### config.mk
export PLATFORM = sky130hd
export DESIGN_NAME = command_token_classifier
export DESIGN_NICKNAME = d
export VERILOG_FILES = /design/src/rtl/core/ctc_pkg.sv /design/src/rtl/core/ctc_token_step.sv /design/src/rtl/core/command_token_classifier.sv
export SDC_FILE = /design/constraint.sdc
export NUM_CORES = 1
export LEC_CHECK = 0
export ABC_CLOCK_PERIOD_IN_PS = 4800
export BUFFER_PORTS_ARGS = -buffer_cell sky130_fd_sc_hd__buf_2
export CAP_MARGIN = 25
export CORE_MARGIN = 5
export CORE_UTILIZATION = 55
export DETAILED_ROUTE_END_ITERATION = 6
export GPL_TIMING_DRIVEN = 0
export PLACE_DENSITY = 0.69
export SLEW_MARGIN = 20
export SYNTH_ARGS = -nofsm -noshare
export SYNTH_HDL_FRONTEND = slang
export SYNTH_SLANG_ARGS = --single-unit
export TNS_END_PERCENT = 10
### constraint.sdc
create_clock -name clock -period 4.8 [get_ports clock]
set_clock_uncertainty 0.1 [all_clocks]
set_input_delay 0.96 -clock clock [delete_from_list [all_inputs] [get_ports clock]]
set_output_delay 0.96 -clock clock [all_outputs]
set_load 0.01 [all_outputs]
### src/rtl/core/ctc_pkg.sv
// Shared types, keyword table and code constants for the command token classifier.
package ctc_pkg;

   // Fixed field widths of the result beat.
   localparam int unsigned FIELD_W   = 12;
   localparam logic [FIELD_W-1:0] FIELD_MAX = '1;

   // Byte codes that steer the lexer.
   localparam logic [7:0] SPACE_BYTE = 8'h20;
   localparam logic [7:0] SLASH_BYTE = 8'h2F;
   localparam logic [7:0] DOT_BYTE   = 8'h2E;
   localparam logic [7:0] ZERO_BYTE  = 8'h30;
   localparam logic [7:0] NINE_BYTE  = 8'h39;

   // Largest octet value and the saturation value of a part.
   localparam logic [8:0] OCTET_MAX = 9'd255;
   localparam logic [8:0] PART_SAT  = 9'd256;
   localparam logic [2:0] DOTS_QUAD = 3'd3;
   localparam logic [2:0] DOTS_SAT  = 3'd5;

   // Keyword table: text stored left aligned, padded with zero bytes.
   localparam int unsigned KW_NUM   = 8;
   localparam int unsigned KW_CHARS = 17;

   localparam logic [KW_CHARS*8-1:0] KW_TEXT [KW_NUM] = '{
      {"show",              {13{8'h00}}},
      {"ip",                {15{8'h00}}},
      {"bgp",               {14{8'h00}}},
      {"summary",           {10{8'h00}}},
      {"neighbors",         {8{8'h00}}},
      {"neighbours",        {7{8'h00}}},
      {"advertised-routes"},
      {"received-routes",   {2{8'h00}}}
   };

   localparam logic [4:0] KW_LEN [KW_NUM] = '{
      5'd4, 5'd2, 5'd3, 5'd7, 5'd9, 5'd10, 5'd17, 5'd15
   };

   // Token classes reported on the result channel.
   typedef enum logic [2:0] {
      KIND_KEYWORD    = 3'd0,
      KIND_ADDRESS    = 3'd1,
      KIND_ADDR_SLASH = 3'd2,
      KIND_OTHER      = 3'd3,
      KIND_LINE_EMPTY = 3'd4
   } token_kind_type;

   // Per-token lexer state.
   typedef struct packed {
      logic [FIELD_W-1:0] start;
      logic [FIELD_W-1:0] length;
      logic [KW_NUM-1:0]  kw_alive;
      logic               slash_seen;
      logic               address_bad;
      logic [2:0]         dot_count;
      logic [8:0]         part_value;
      logic               part_has_digit;
   } tok_state_type;

   localparam tok_state_type TOK_CLEAR = '{
      start:          '0,
      length:         '0,
      kw_alive:       '1,
      slash_seen:     1'b0,
      address_bad:    1'b0,
      dot_count:      '0,
      part_value:     '0,
      part_has_digit: 1'b0
   };

   // One result beat.
   typedef struct packed {
      token_kind_type     kind;
      logic               accepted;
      logic [FIELD_W-1:0] start;
      logic [FIELD_W-1:0] length;
      logic               line_last;
   } result_type;

   // Character of keyword k at offset idx; zero past the keyword's end.
   function automatic logic [7:0] kw_char(input int unsigned k, input logic [4:0] idx);
      logic [7:0] ch;
      ch = 8'h00;
      if (idx < KW_LEN[k]) begin
         ch = KW_TEXT[k][(KW_CHARS - 1 - idx) * 8 +: 8];
      end
      return ch;
   endfunction

endpackage

### src/rtl/core/ctc_token_step.sv
// Combinational lexer step: updates token state for one byte and forms the result.
module ctc_token_step (
   input  ctc_pkg::tok_state_type       state_i,
   input  logic [ctc_pkg::FIELD_W-1:0]  position,
   input  logic [7:0]                   char_byte,
   input  logic                         line_end,
   output ctc_pkg::tok_state_type       state_o,
   output logic                         produce,
   output ctc_pkg::result_type          result
);
   import ctc_pkg::*;

   tok_state_type taken;
   logic [11:0]   digit_sum;
   logic          is_space;
   logic          is_digit;
   logic          kw_hit;
   logic          addr_ok;

   assign is_space = (char_byte == SPACE_BYTE);
   assign is_digit = (char_byte >= ZERO_BYTE) && (char_byte <= NINE_BYTE);

   // Decimal accumulate of the current part; an ASCII digit's low nibble is its value.
   assign digit_sum = ({3'b000, state_i.part_value} * 12'd10) + {8'h00, char_byte[3:0]};

   // Fold a non-space byte into the token.
   always_comb begin
      taken = state_i;
      if (!is_space) begin
         if (state_i.length == '0) begin
            taken.start = position;
         end
         // Drop every keyword whose text differs at this offset.
         for (int k = 0; k < KW_NUM; k++) begin
            if ((state_i.length >= {7'b0, KW_LEN[k]}) ||
                (kw_char(k, state_i.length[4:0]) != char_byte)) begin
               taken.kw_alive[k] = 1'b0;
            end
         end
         // Dotted quad tracking up to the first slash.
         if (!state_i.slash_seen) begin
            if (char_byte == SLASH_BYTE) begin
               taken.slash_seen = 1'b1;
            end else if (char_byte == DOT_BYTE) begin
               if (!state_i.part_has_digit || state_i.part_value[8]) begin
                  taken.address_bad = 1'b1;
               end
               if (state_i.dot_count < DOTS_SAT) begin
                  taken.dot_count = state_i.dot_count + 3'd1;
               end
               taken.part_value     = '0;
               taken.part_has_digit = 1'b0;
            end else if (is_digit) begin
               taken.part_value = (digit_sum > {3'b000, PART_SAT}) ? PART_SAT
                                                                 : digit_sum[8:0];
               taken.part_has_digit = 1'b1;
            end else begin
               taken.address_bad = 1'b1;
            end
         end
         if (state_i.length != FIELD_MAX) begin
            taken.length = state_i.length + FIELD_W'(1);
         end
      end
   end

   // Classify the token as it stands after this byte.
   always_comb begin
      kw_hit = 1'b0;
      for (int k = 0; k < KW_NUM; k++) begin
         if (taken.kw_alive[k] && (taken.length == {7'b0, KW_LEN[k]})) begin
            kw_hit = 1'b1;
         end
      end
   end

   assign addr_ok = !taken.address_bad && taken.part_has_digit &&
                    (taken.part_value <= OCTET_MAX) && (taken.dot_count == DOTS_QUAD);

   // Result selection and the state left for the next byte.
   always_comb begin
      produce          = 1'b0;
      result.kind      = KIND_OTHER;
      result.accepted  = 1'b0;
      result.start     = taken.start;
      result.length    = taken.length;
      result.line_last = line_end;
      state_o          = taken;
      if ((taken.length != '0) && (is_space || line_end)) begin
         produce = 1'b1;
         if (kw_hit) begin
            result.kind = KIND_KEYWORD;
         end else if (addr_ok) begin
            result.kind = taken.slash_seen ? KIND_ADDR_SLASH : KIND_ADDRESS;
         end else begin
            result.kind = KIND_OTHER;
         end
         result.accepted = (result.kind != KIND_OTHER);
         state_o         = TOK_CLEAR;
      end else if (line_end) begin
         produce         = 1'b1;
         result.kind     = KIND_LINE_EMPTY;
         result.accepted = 1'b0;
         result.start    = '0;
         result.length   = '0;
         state_o         = TOK_CLEAR;
      end
   end

endmodule

### src/rtl/core/command_token_classifier.sv
// Top level of the command token classifier: input register, lexer step, result register.
// The block takes one byte of a command line per beat and gives at most one result beat
// per input beat: a token's class when a space or the line's last byte ends it, or a
// line-end marker when the line ends on a space with no token open. A new byte can be
// taken every cycle while no result beat is stalled; an accepted byte goes through the
// input register, a single lexer step and the result register to its result beat. An
// input byte waits in the input register only while the result register holds a beat
// that is stalled. Byte offsets saturate at MAX_LINE_BYTES - 1 (at most 4095).
module command_token_classifier #(
   parameter int unsigned MAX_LINE_BYTES = 4096
) (
   input  logic        clock,
   input  logic        reset,
   input  logic        req_valid,
   output logic        req_stall,
   input  logic [7:0]  req_char_byte,
   input  logic        req_line_end,
   output logic        rsp_valid,
   input  logic        rsp_stall,
   output logic [2:0]  rsp_token_kind,
   output logic        rsp_accepted,
   output logic [11:0] rsp_token_start,
   output logic [11:0] rsp_token_length,
   output logic        rsp_line_last
);
   import ctc_pkg::*;

   localparam int unsigned POS_MAX_INT =
      ((MAX_LINE_BYTES - 1) < 4095) ? (MAX_LINE_BYTES - 1) : 4095;
   localparam logic [FIELD_W-1:0] POS_MAX = FIELD_W'(POS_MAX_INT);

   logic               in_valid_ff;
   logic [7:0]         in_byte_ff;
   logic               in_last_ff;
   logic [FIELD_W-1:0] position_ff;
   logic [FIELD_W-1:0] position_in;
   tok_state_type      tok_ff;
   tok_state_type      tok_in;
   logic               produce;
   result_type         result;
   logic               advance;
   logic               rsp_valid_ff;
   result_type         rsp_ff;

   // The held byte moves on whenever the result register is free or draining.
   assign advance   = in_valid_ff && (!rsp_valid_ff || !rsp_stall);
   assign req_stall = in_valid_ff && !advance;

   // Input register.
   always_ff @(posedge clock) begin
      if (reset) begin
         in_valid_ff <= 1'b0;
      end else if (!req_stall) begin
         in_valid_ff <= req_valid;
      end
   end

   always_ff @(posedge clock) begin
      if (req_valid && !req_stall) begin
         in_byte_ff <= req_char_byte;
         in_last_ff <= req_line_end;
      end
   end

   // Lexer step for the held byte.
   ctc_token_step u_step (
      .state_i   (tok_ff),
      .position  (position_ff),
      .char_byte (in_byte_ff),
      .line_end  (in_last_ff),
      .state_o   (tok_in),
      .produce   (produce),
      .result    (result)
   );

   // Byte offset in the line, saturating and cleared by the last byte.
   always_comb begin
      position_in = position_ff;
      if (in_last_ff) begin
         position_in = '0;
      end else if (position_ff < POS_MAX) begin
         position_in = position_ff + FIELD_W'(1);
      end
   end

   // Token and line state.
   always_ff @(posedge clock) begin
      if (reset) begin
         position_ff <= '0;
         tok_ff      <= TOK_CLEAR;
      end else if (advance) begin
         position_ff <= position_in;
         tok_ff      <= tok_in;
      end
   end

   // Result register.
   always_ff @(posedge clock) begin
      if (reset) begin
         rsp_valid_ff <= 1'b0;
      end else if (!rsp_valid_ff || !rsp_stall) begin
         rsp_valid_ff <= advance && produce;
      end
   end

   always_ff @(posedge clock) begin
      if (advance && produce) begin
         rsp_ff <= result;
      end
   end

   assign rsp_valid        = rsp_valid_ff;
   assign rsp_token_kind   = rsp_ff.kind;
   assign rsp_accepted     = rsp_ff.accepted;
   assign rsp_token_start  = rsp_ff.start;
   assign rsp_token_length = rsp_ff.length;
   assign rsp_line_last    = rsp_ff.line_last;

endmodule
* Word level (Yosys, flattened, before mapping)
Cells that the tools add are included.
** Storage, ports and cells
- Bits in registers :: 99
- Output and inout port bits :: 31
- Bits of input ports :: 13
- Logic and storage cells :: 173
** Operators by class
- $lt $le $gt $ge :: 22
- $mul :: 1
- Multiplexer cells :: 59
- $add $sub $neg :: 5
- Shifts and indexed selects :: 8
- Equality and inequality tests :: 22
- Reduce and logical (&&, ||, !) cells :: 38
** Operator list (count)
- indexed part select 136 x 33 -> 8 bit (first input constant) :: 8
- two-way mux 47 bit :: 3
- two-way mux 8 bit :: 16
- inequality test 8 bit :: 8
- two-way mux 12 bit :: 4
- == test 12 x 4 -> 1 bit (second input constant) :: 3
- >= comparator 12 x 4 -> 1 bit (second input constant) :: 3
- two-way mux 28 bit :: 1
- adder 12 x 1 -> 12 bit (second input constant) :: 2
- == test 12 x 2 -> 1 bit (second input constant) :: 2
- == test 12 x 3 -> 1 bit (second input constant) :: 2
- == test 8 x 6 -> 1 bit (second input constant) :: 3
- >= comparator 12 x 2 -> 1 bit (second input constant) :: 2
- >= comparator 12 x 3 -> 1 bit (second input constant) :: 2
- two-way mux 24 bit :: 1
- two-way mux 1 bit :: 22
- two-way mux 10 bit :: 2
- logical AND 1 bit :: 17
- < comparator 5 x 4 -> 1 bit (second input constant) :: 3
- two-way mux 15 bit :: 1
- two-way mux 3 bit :: 5
- two-way mux 14 bit :: 1
- adder 12 x 4 -> 12 bit :: 1
- == test 12 x 5 -> 1 bit (second input constant) :: 1
- 25 further kinds :: 42

* Longest topological paths before layout
Gate-level depths: netlist (run 1).
- Depth in word-level cells :: 23
- Depth in mapped cells :: 18
- Depth with buffers taken out :: 14

* Modules after synthesis
Synthesis (run 1) repeated with hierarchy kept, for this count alone.
** Unflattened totals
- Cells, all modules :: 1057
- Area total of the unflattened synthesis :: 8199.1 um^2
** Modules (own cells, without submodules)
- ctc_token_step :: instances 1, area each 4717.0 um^2, cells each 734, sequential area each 0.0 um^2
- command_token_classifier :: instances 1, area each 3482.1 um^2, cells each 323, sequential area each 2362.3 um^2

* Worst setup path after synthesis (run 1)
OpenSTA, ideal clock, no wires.
- Path kind :: flip-flop to flip-flop
- Start point :: register tok_ff[23] (netlist bit)
- End point :: register rsp_ff, in the netlist rsp_token_kind[1] (data pin)
- Cell stages (with the launch flop) :: 17
- Arrival :: 3636 ps
- Slack :: 791 ps
- Buffers on the path :: 5
- Required time :: 4427 ps
- Period minus slack after synthesis :: 4009 ps
- Setup time :: 273 ps
- Path through :: dfxtp_1 > buf_2 > buf_2 > inv_1 > clkbuf_1 > ha_1 > buf_2 > or3b_1 > clkbuf_1 > o211ai_1 > a211oi_1 > or4_1 > or4_4 > nor4_4 > a2111oi_2 > a21oi_2 > a311oi_1
** RTL lines
- start: declaration :: RTL line command_token_classifier.sv:37 : tok_state_type tok_ff;
- start signal: assignment :: RTL line command_token_classifier.sv:93 : tok_ff <= tok_in;
- end signal: assignment :: RTL line command_token_classifier.sv:108 : rsp_ff <= result;
- end: declaration :: RTL line command_token_classifier.sv:43 : result_type rsp_ff;

==> flow_metrics.tcl, run 1 <==
set metrics [dict create \
    core.rowCount 44 \
    grt_use_total_pct 33.5 \
    clk_path_buf_depth 2 \
    io_buffers 42 \
    cts_tree "built" \
    dr.pass1.iters 6 \
    hold_viol_final 0 \
    status "complete, no violations" \
    synth_ff_type "dfxtp_1" \
    wire_per_inst_um 23.0 \
    fmax_mhz 215 \
    critPathMaxFanout 10 \
    drive_above_1_share_pct 16.1 \
    relSlewSlack_pct 31.9 \
    areaGrowthSynthToFinish_pct 11.7 \
    ys_top_cells_by_area "dfxtp_1 (15%), edfxtp_1 (14%), a21oi_1 (4.8%)" \
    setup_violations 0 \
    hold_class "flip-flop to flip-flop" \
    grt_pass1_wl_um 44100 \
    fin_crit_sh_pct 96.9 \
    maxCapViolations 0 \
    synth_seq_cells 99 \
    syn_inst 1002 \
    yosys.area.top_type "dfxtp_1" \
    p_per_area_nw_per_um2 221 \
    p_leak_nw 3.37 \
    vias_per_cell 6.85 \
    layout_common_cells "nor2_1 (98), nand2_1 (95), a21oi_1 (77)" \
    syn_avg_cell_area_um2 7.95 \
    detailroute.via_count 8548 \
    synth_area_um2 7970 \
    clk_latency_ns 0.36 \
    die_width_um 130 \
    cts_root_buf "clkbuf_16" \
    tns_ns 0 \
    crit_type "flip-flop to flip-flop" \
    fillers 1319 \
    fin_hold_ws_ns 0.366 \
    drcViolationCount 0 \
    antenna_found_initial 0 \
    critical_path_required_ns 4.78 \
    final_antenna_net_count 0 \
    dr.first_iter.drc_count 1396 \
    pin_count 44 \
    die_area_um2 17000 \
    hpwl_um 21400 \
    nets 1096 \
    dp_slack_ns -0.747 \
    ir_drop_mv 0.218 \
    arrival_ns 4.63 \
    ctsHoldBuffers 0 \
    p_total_mw 1.97 \
    seq_area_frac_synth_pct 29.6 \
    cts_buffers 9 \
    drv_slew 0 \
    cp-end-kind "flip-flop" \
    clkTransAtPathRegs_ns 0.08 \
    final_core_util_pct 61.9 \
    wl_um 28700 \
    antenna-diode-count 0 \
    final_common_cell "nor2_1" \
    clock-sinks 99 \
    finalCriticalPeriod_ns 4.65 \
    worst_pin_slew_ns 1.01 \
    start_kind "flip-flop" \
    place.gp.congestion 1.04 \
    synth_nets 1039 \
    synth_top_area_share_pct 15.3 \
    core_um2 14400 \
    setup_slack_ns 0.147 \
    yosysWarnings 0 \
    grt-ovfl-total 0 \
    rsz0062_at_grt "false" \
    die_height_um 130 \
    grt_max_degree 32 \
    initial_core_util_pct 55.5 \
    synthArstFlopShare_pct 0 \
    ys_types 99 \
    cts-htree-levels 3 \
    grt_pass1_vias 7786 \
    synth_edf_count 38 \
]
==> report_power, final <==
group	switching (mW)	total (mW)	internal [mW]
Sequential	0.0128	0.899	0.886
Clock	0.363	0.737	0.374
Combinational	0.225	0.333	0.108
Total	0.601	1.97	1.37
==> cells by family (layout without fill, tap and decap cells) <==
group                      count (synthesis)  in the layout  synth area share [%]
adders and majority gates                 24             24                  3.96
buffers and inverters                     97            159                  5.39
AOI/OAI and AO/OA                        293            293                  25.1
xor gates and xnor gates                  49             49                  5.56
and+or+nand+nor                          430            430                  29.0
muxes                                     10             10                  1.27
DFF                                       99             99                  29.6
==> final timing paths <==
check / slack (ns) / cells after the start / to / startpoint
max reg2reg: 0.15 / 15 / rsp_token_kind[1] / tok_ff[24]
min reg2reg: 0.37 / 1 / tok_ff[13] / tok_ff[13]
max: 0.15 / 15 / rsp_token_kind[1] / tok_ff[24]
min: 0.37 / 1 / tok_ff[13] / tok_ff[13]
==> cell type report <==
cell class | instances | area (um2) | share of cell area [%]
buffer | 73 | 364 | 4.09
clock buffer | 9 | 225 | 2.53
clock inverter | 7 | 91.3 | 1.03
inverter | 23 | 90.1 | 1.01
multi-input combinational | 806 | 5290 | 59.4
sequential | 99 | 2360 | 26.6
tap | 184 | 230 | 2.59
timing repair buffer | 47 | 248 | 2.78
==> flip-flops by register name, indices dropped and copies added, names as in the netlist <==
| signal | flops |
|---|---|
| rsp_line_last | 1 |
| in_valid_ff | 1 |
| in_last_ff | 1 |
| rsp_token_length | 12 |
| in_byte_ff | 8 |
| tok_ff | 47 |
| rsp_token_kind | 3 |
| rsp_token_start | 12 |
| rsp_valid | 1 |
| position_ff | 12 |
| rsp_accepted | 1 |
==> synthesized netlist by cell type, types with 20 or more instances <==
cell      instances
edfxtp_1         38
inv_1            22
dfxtp_1          61
nand2_1          96
buf_2            31
a31oi_1          20
xnor2_1          28
xor2_1           20
a21oi_1          77
nand3_1          46
ha_1             22
nor2_1           99
clkbuf_1         29
nor3_1           37
o21ai_0          42
==> stage by stage <==
stage / std cells / area (um2)
finish: 1248 / 8900
global placement: 1228 / 8410
global route: 1248 / 8900
detailed placement: 1228 / 8410
floorplan: 1002 / 7970
CTS: 1244 / 8790
==> layer usage <==
| layer | share of wire (%) | track usage, % |
|---|---|---|
| met1 | 40 | 45.0 |
| met2 | 45 | 52.4 |
| met3 | 11 | 7.90 |
| met4 | 4.4 | 13.1 |
| met5 | 0 | 0 |
==> timing repair <==
action / in CTS / in global routing
endpoints found under the setup margin: 62 / 61
endpoints found under the hold margin: 0 / 0
buffers inserted: 0 / 4
resized for setup: 20 / 21
pin swaps: 0 / 5
==> worst max-delay path, cell delays in order, from the launching register on <==
cell and delay (ns):
dfxtp_1 0.46, buf_4 0.23, clkbuf_4 0.27, clkinvlp_4 0.18, ha_4 0.20, buf_2 0.18
or3b_1 0.47, nand2_1 0.21, o21ai_0 0.32, nand4b_1 0.16, a221o_1 0.32, a2111oi_2 0.49
a31o_2 0.26, a221oi_1 0.09, a21oi_2 0.31, a311oi_2 0.09
No activity file was read; power rests on OpenSTA's default activity.
==> run 2: changes to the inputs <==
CORE_UTILIZATION = 30   (was 55)
PLACE_DENSITY = 0.53   (was 0.69)
==> flow_metrics.tcl, run 2 (same netlist as run 1, synthesis figures left out) <==
set metrics [dict create \
    detailroute.via_count 8369 \
    place.gp.congestion 1.02 \
    dr.first_iter.drc_count 1018 \
    arrival_ns 4.59 \
    cp-end-kind "flip-flop" \
    die_area_um2 29900 \
    worst_r2r_endpoint "rsp_token_kind[0]" \
    wire_per_inst_um 22.3 \
    final_design_area_no_fill_um2 9110 \
    ctsHoldBuffers 0 \
    cts_tree "built" \
    drcViolationCount 0 \
    setup_violations 0 \
    p_per_area_nw_per_um2 219 \
    grt_pass1_wl_um 47800 \
    start_kind "flip-flop" \
    critical_path_required_ns 4.79 \
    grt_pass1_vias 7895 \
    cts_root_buf "clkbuf_16" \
    worst_pin_slew_ns 0.958 \
    clk_path_buf_depth 2 \
    r2r_cells 17 \
    nets 1096 \
    fin_crit_sh_pct 96.0 \
    r2r_slack_ns 0.19 \
    dr.pass1.iters 5 \
    grt-ovfl-total 0 \
    clock-sinks 99 \
    crit_type "flip-flop to flip-flop" \
    antenna-diode-count 0 \
    hp-start "tok_ff[13]" \
    hold_class "flip-flop to flip-flop" \
    clkTransAtPathRegs_ns 0.08 \
    setup_slack_ns 0.194 \
    hpwl_um 23300 \
    die_height_um 173 \
    clk_latency_ns 0.35 \
    maxCapViolations 0 \
    p_leak_nw 3.38 \
    antenna_found_initial 0 \
    finalCriticalPeriod_ns 4.61 \
    hold_depth 1 \
    critPathMaxFanout 10 \
    fmax_mhz 217 \
    hold_end "tok_ff[13]" \
    wl_um 31100 \
    relSlewSlack_pct 36.0 \
    top_register "tok_ff" \
    grt_use_total_pct 20.0 \
    cts_buffers 9 \
    areaGrowthSynthToFinish_pct 14.3 \
    largest_register_ffs 47 \
    grt_max_degree 32 \
    pin_count 44 \
    drive_above_1_share_pct 16.6 \
    ir_drop_mv 0.153 \
    io_buffers 42 \
    vias_per_cell 5.98 \
    placed_cell_area_um2 8610 \
    rsz0062_at_grt "false" \
    status "complete, no violations" \
    core.rowCount 59 \
    final_antenna_net_count 0 \
    layout_common_cells "nor2_1 (99), nand2_1 (95), a21oi_1 (77)" \
    core_um2 26100 \
    initial_core_util_pct 30.5 \
    hold_viol_final 0 \
    die_width_um 173 \
    drv_slew 0 \
    dp_slack_ns -0.909 \
    cts-htree-levels 3 \
    r2r_start "tok_ff[23]" \
    fillers 2794 \
    final_common_cell "nor2_1" \
]
## run 2: what timing repair did
action,in CTS,in global routing
setup endpoints to repair,81,21
cloned,0,1
setup buffers,2,1
gates resized for setup,19,30
pin swaps,0,5
## run 2: worst max-delay path by stage
stage	from	to	slack [ns]	cells after the start
2_1_floorplan	tok_ff[23]	rsp_token_kind[1]	0.79	16
3_3_place_gp	tok_ff[23]	tok_ff[13]	-1.19	15
3_5_place_dp	tok_ff[23]	rsp_token_kind[1]	-0.91	16
4_1_cts	tok_ff[24]	rsp_token_kind[1]	0.002	17
5_1_grt	tok_ff[23]	rsp_accepted	0.02	18
6_report	tok_ff[23]	rsp_token_kind[0]	0.19	17
## run 2: worst max-delay path, cell delays in order (launching register included)
cell and delay (ns):
dfxtp_2 0.37, buf_6 0.16, buf_4 0.18, inv_1 0.18, buf_4 0.25, ha_2 0.22
buf_2 0.24, buf_2 0.24, buf_2 0.24, nand3b_1 0.15, a21oi_1 0.10, a2111oi_2 0.44
xor2_1 0.16, a2111oi_2 0.60, a31o_2 0.28, a221oi_2 0.07, a21oi_2 0.25, nor3_1 0.09
## run 2: through the flow
stage / cells / total power [mW] / utilization [%] / hold WS, ns / TNS [ns]
2_1_floorplan: 1002 / 1.12 / - / 0.335 / 0
3_3_place_gp: 1379 / 1.24 / 32.9 / 0.344 / -55.88
3_5_place_dp: 1380 / 1.23 / 33.0 / 0.353 / -24.67
4_1_cts: 1398 / 2.00 / 34.4 / 0.372 / 0
5_1_grt: 1399 / 2.07 / 34.9 / 0.381 / 0
6_report: 1399 / 1.99 / 34.9 / 0.368 / 0
## run 2: cell type report
cell class / count / area (um2) / area share [%]
multi-input combinational: 807 / 5330 / 58.5
sequential: 99 / 2360 / 26.0
tap: 335 / 419 / 4.60
buffer: 73 / 367 / 4.02
timing repair buffer: 46 / 238 / 2.61
clock buffer: 9 / 225 / 2.47
inverter: 23 / 86.3 / 0.948
clock inverter: 7 / 83.8 / 0.920
## run 2: where the power goes
group / internal [mW] / total, mW / leakage, nW / switching [mW]
Clock: 0.377 / 0.751 / 0.152 / 0.374
Sequential: 0.886 / 0.899 / 0.875 / 0.0128
Combinational: 0.109 / 0.342 / 2.35 / 0.234
Total: 1.37 / 1.99 / 3.38 / 0.620
## run 2: routing by layer
layer  up-vias  routed length [um]  global-route usage, %
met4         0                1060                   7.02
met5         -                   0                      0
met2       458               13700                   31.3
met1      3965               13500                   27.8
li1       3862                   -                      -
met3        84                2900                   3.71
==> run 3: changes to the inputs <==
CELL_PAD_IN_SITES_DETAIL_PLACEMENT = 1   (was default)
CELL_PAD_IN_SITES_GLOBAL_PLACEMENT = 1   (was default)
PLACE_DENSITY = 0.64   (was 0.53)
==> flow_metrics.tcl, run 3 (same netlist as run 1, synthesis figures left out) <==
set metrics [dict create \
    clock-sinks 99 \
    cts_buffers 9 \
    arrival_ns 4.67 \
    startpoint "tok_ff[23]" \
    die_width_um 173 \
    vias_per_cell 6.00 \
    fmax_mhz 213 \
    crit_type "flip-flop to flip-flop" \
    worst_pin_slew_ns 1.11 \
    fin_crit_sh_pct 97.8 \
    relSlewSlack_pct 25.9 \
    nets 1096 \
    final_cells 1399 \
    clk_path_buf_depth 2 \
    maxCapViolations 0 \
    status "complete, no violations" \
    place.gp.congestion 0.992 \
    rsz0062_at_grt "false" \
    drv_slew 0 \
    largest_register_ffs 47 \
    dr.first_iter.drc_count 656 \
    initial_core_util_pct 30.5 \
    top_register "tok_ff" \
    critPathMaxFanout 10 \
    antenna_found_initial 0 \
    drive_above_1_share_pct 16.6 \
    r2r_slack_ns 0.11 \
    setup_slack_ns 0.108 \
    clkTransAtPathRegs_ns 0.08 \
    hold_viol_final 0 \
    grt-ovfl-total 0 \
    detailroute.via_count 8396 \
    wl_um 32900 \
    grt_use_total_pct 21.2 \
    dp_cells 1380 \
    r2r_start "tok_ff[23]" \
    cts_tree "built" \
    layout_common_cells "nor2_1 (98), nand2_1 (96), a21oi_1 (77)" \
    start_kind "flip-flop" \
    die_area_um2 29900 \
    ctsHoldBuffers 0 \
    p_per_area_nw_per_um2 222 \
    cts_root_buf "clkbuf_16" \
    fin_hold_ws_ns 0.370 \
    grt_max_degree 32 \
    clk_latency_ns 0.37 \
    pin_count 44 \
    wire_per_inst_um 23.5 \
    dr.pass1.iters 5 \
    core.rowCount 59 \
    p_total_mw 2.02 \
    dp_slack_ns -0.782 \
    slowest_stage "a2111oi_1" \
    grt_pass1_vias 8456 \
    path_cells "buf_4, buf_4, clkinvlp_4, clkbuf_8, ha_2, buf_2, buf_2, buf_2, nand3b_1, a21oi_1, a2111oi_1, xor2_1, a2111oi_2, a31o_2, a221oi_1, a21oi_2, a311oi_2" \
    max_stage_delay_ns 0.59 \
    hold_class "flip-flop to flip-flop" \
    cts-htree-levels 3 \
    grt_pass1_wl_um 50700 \
    final_antenna_net_count 0 \
    ir_drop_mv 0.214 \
    io_buffers 42 \
    tns_ns 0 \
    final_common_cell "nor2_1" \
    p_leak_nw 3.37 \
    hpwl_um 24700 \
    critical_path_required_ns 4.78 \
    areaGrowthSynthToFinish_pct 14.3 \
    die_height_um 173 \
    setup_violations 0 \
    cp-end-kind "flip-flop" \
    antenna-diode-count 0 \
    hp-start "tok_ff[13]" \
    crit_top_cell "buf_2" \
    drcViolationCount 0 \
    core_um2 26100 \
    finalCriticalPeriod_ns 4.69 \
]
## run 3: cell count changes in the layout (fill, tap and decap cells not counted), moves of 2 or more
cell and change:
a2111oi_1 +3, clkinv_8 +2, buf_2 +2, clkinvlp_4 +2, a2111oi_2 -2, inv_8 -3, inv_1 -2
## run 3: cell type report
type | count | area [um2]
buffer | 73 | 364
fill | 3212 | 17000
clock inverter | 7 | 91.3
tap | 335 | 419
timing repair buffer | 47 | 245
multi-input combinational | 806 | 5300
clock buffer | 9 | 225
inverter | 23 | 93.8
sequential | 99 | 2370
## run 3: critical path, delay by kind of cell, from the launching register on
kind / cells / cell delay (ns)
and+or+nand+nor: 1 / 0.14
adders and majority gates: 1 / 0.23
DFF: 1 / 0.39
xor gates and xnor gates: 1 / 0.19
buffers and inverters: 7 / 1.41
AOI/OAI and AO/OA: 7 / 1.91
## run 3: path summary, 6_finish.rpt
kind	to	cells past startpoint
hold / removal	tok_ff[13]	1
setup / recovery	rsp_token_kind[1]	17
hold reg to reg	tok_ff[13]	1
setup reg to reg	rsp_token_kind[1]	17
## run 3: per-layer routing
metal / part of all wire, % / GRT usage [%] / vias up
met5: 0 / 0 / -
met4: 3.9 / 7.28 / 0
met3: 6.7 / 4.13 / 80
met2: 44 / 33.5 / 341
met1: 45 / 29.1 / 4103
li1: - / - / 3872
## run 3: timing repair
item | 4_1_cts | 5_1_grt
endpoints found under the setup margin | 79 | 21
pin swaps | 0 | 4
buffers inserted | 2 | 1
gates resized for setup | 27 | 20
## run 3: through the flow
| stage | util (%) | instance area, um2 |
|---|---|---|
| 6_report | 34.8 | 9100 |
| 3_5_place_dp | 32.9 | 8610 |
| 3_3_place_gp | 32.9 | 8600 |
| 4_1_cts | 34.5 | 9020 |
| 2_1_floorplan | - | 7970 |
| 5_1_grt | 34.8 | 9100 |
## run 3: where the power goes
group / total, mW / internal, mW / switching [mW]
clock network: 0.779 / 0.378 / 0.401
logic: 0.339 / 0.108 / 0.231
registers: 0.900 / 0.886 / 0.0140
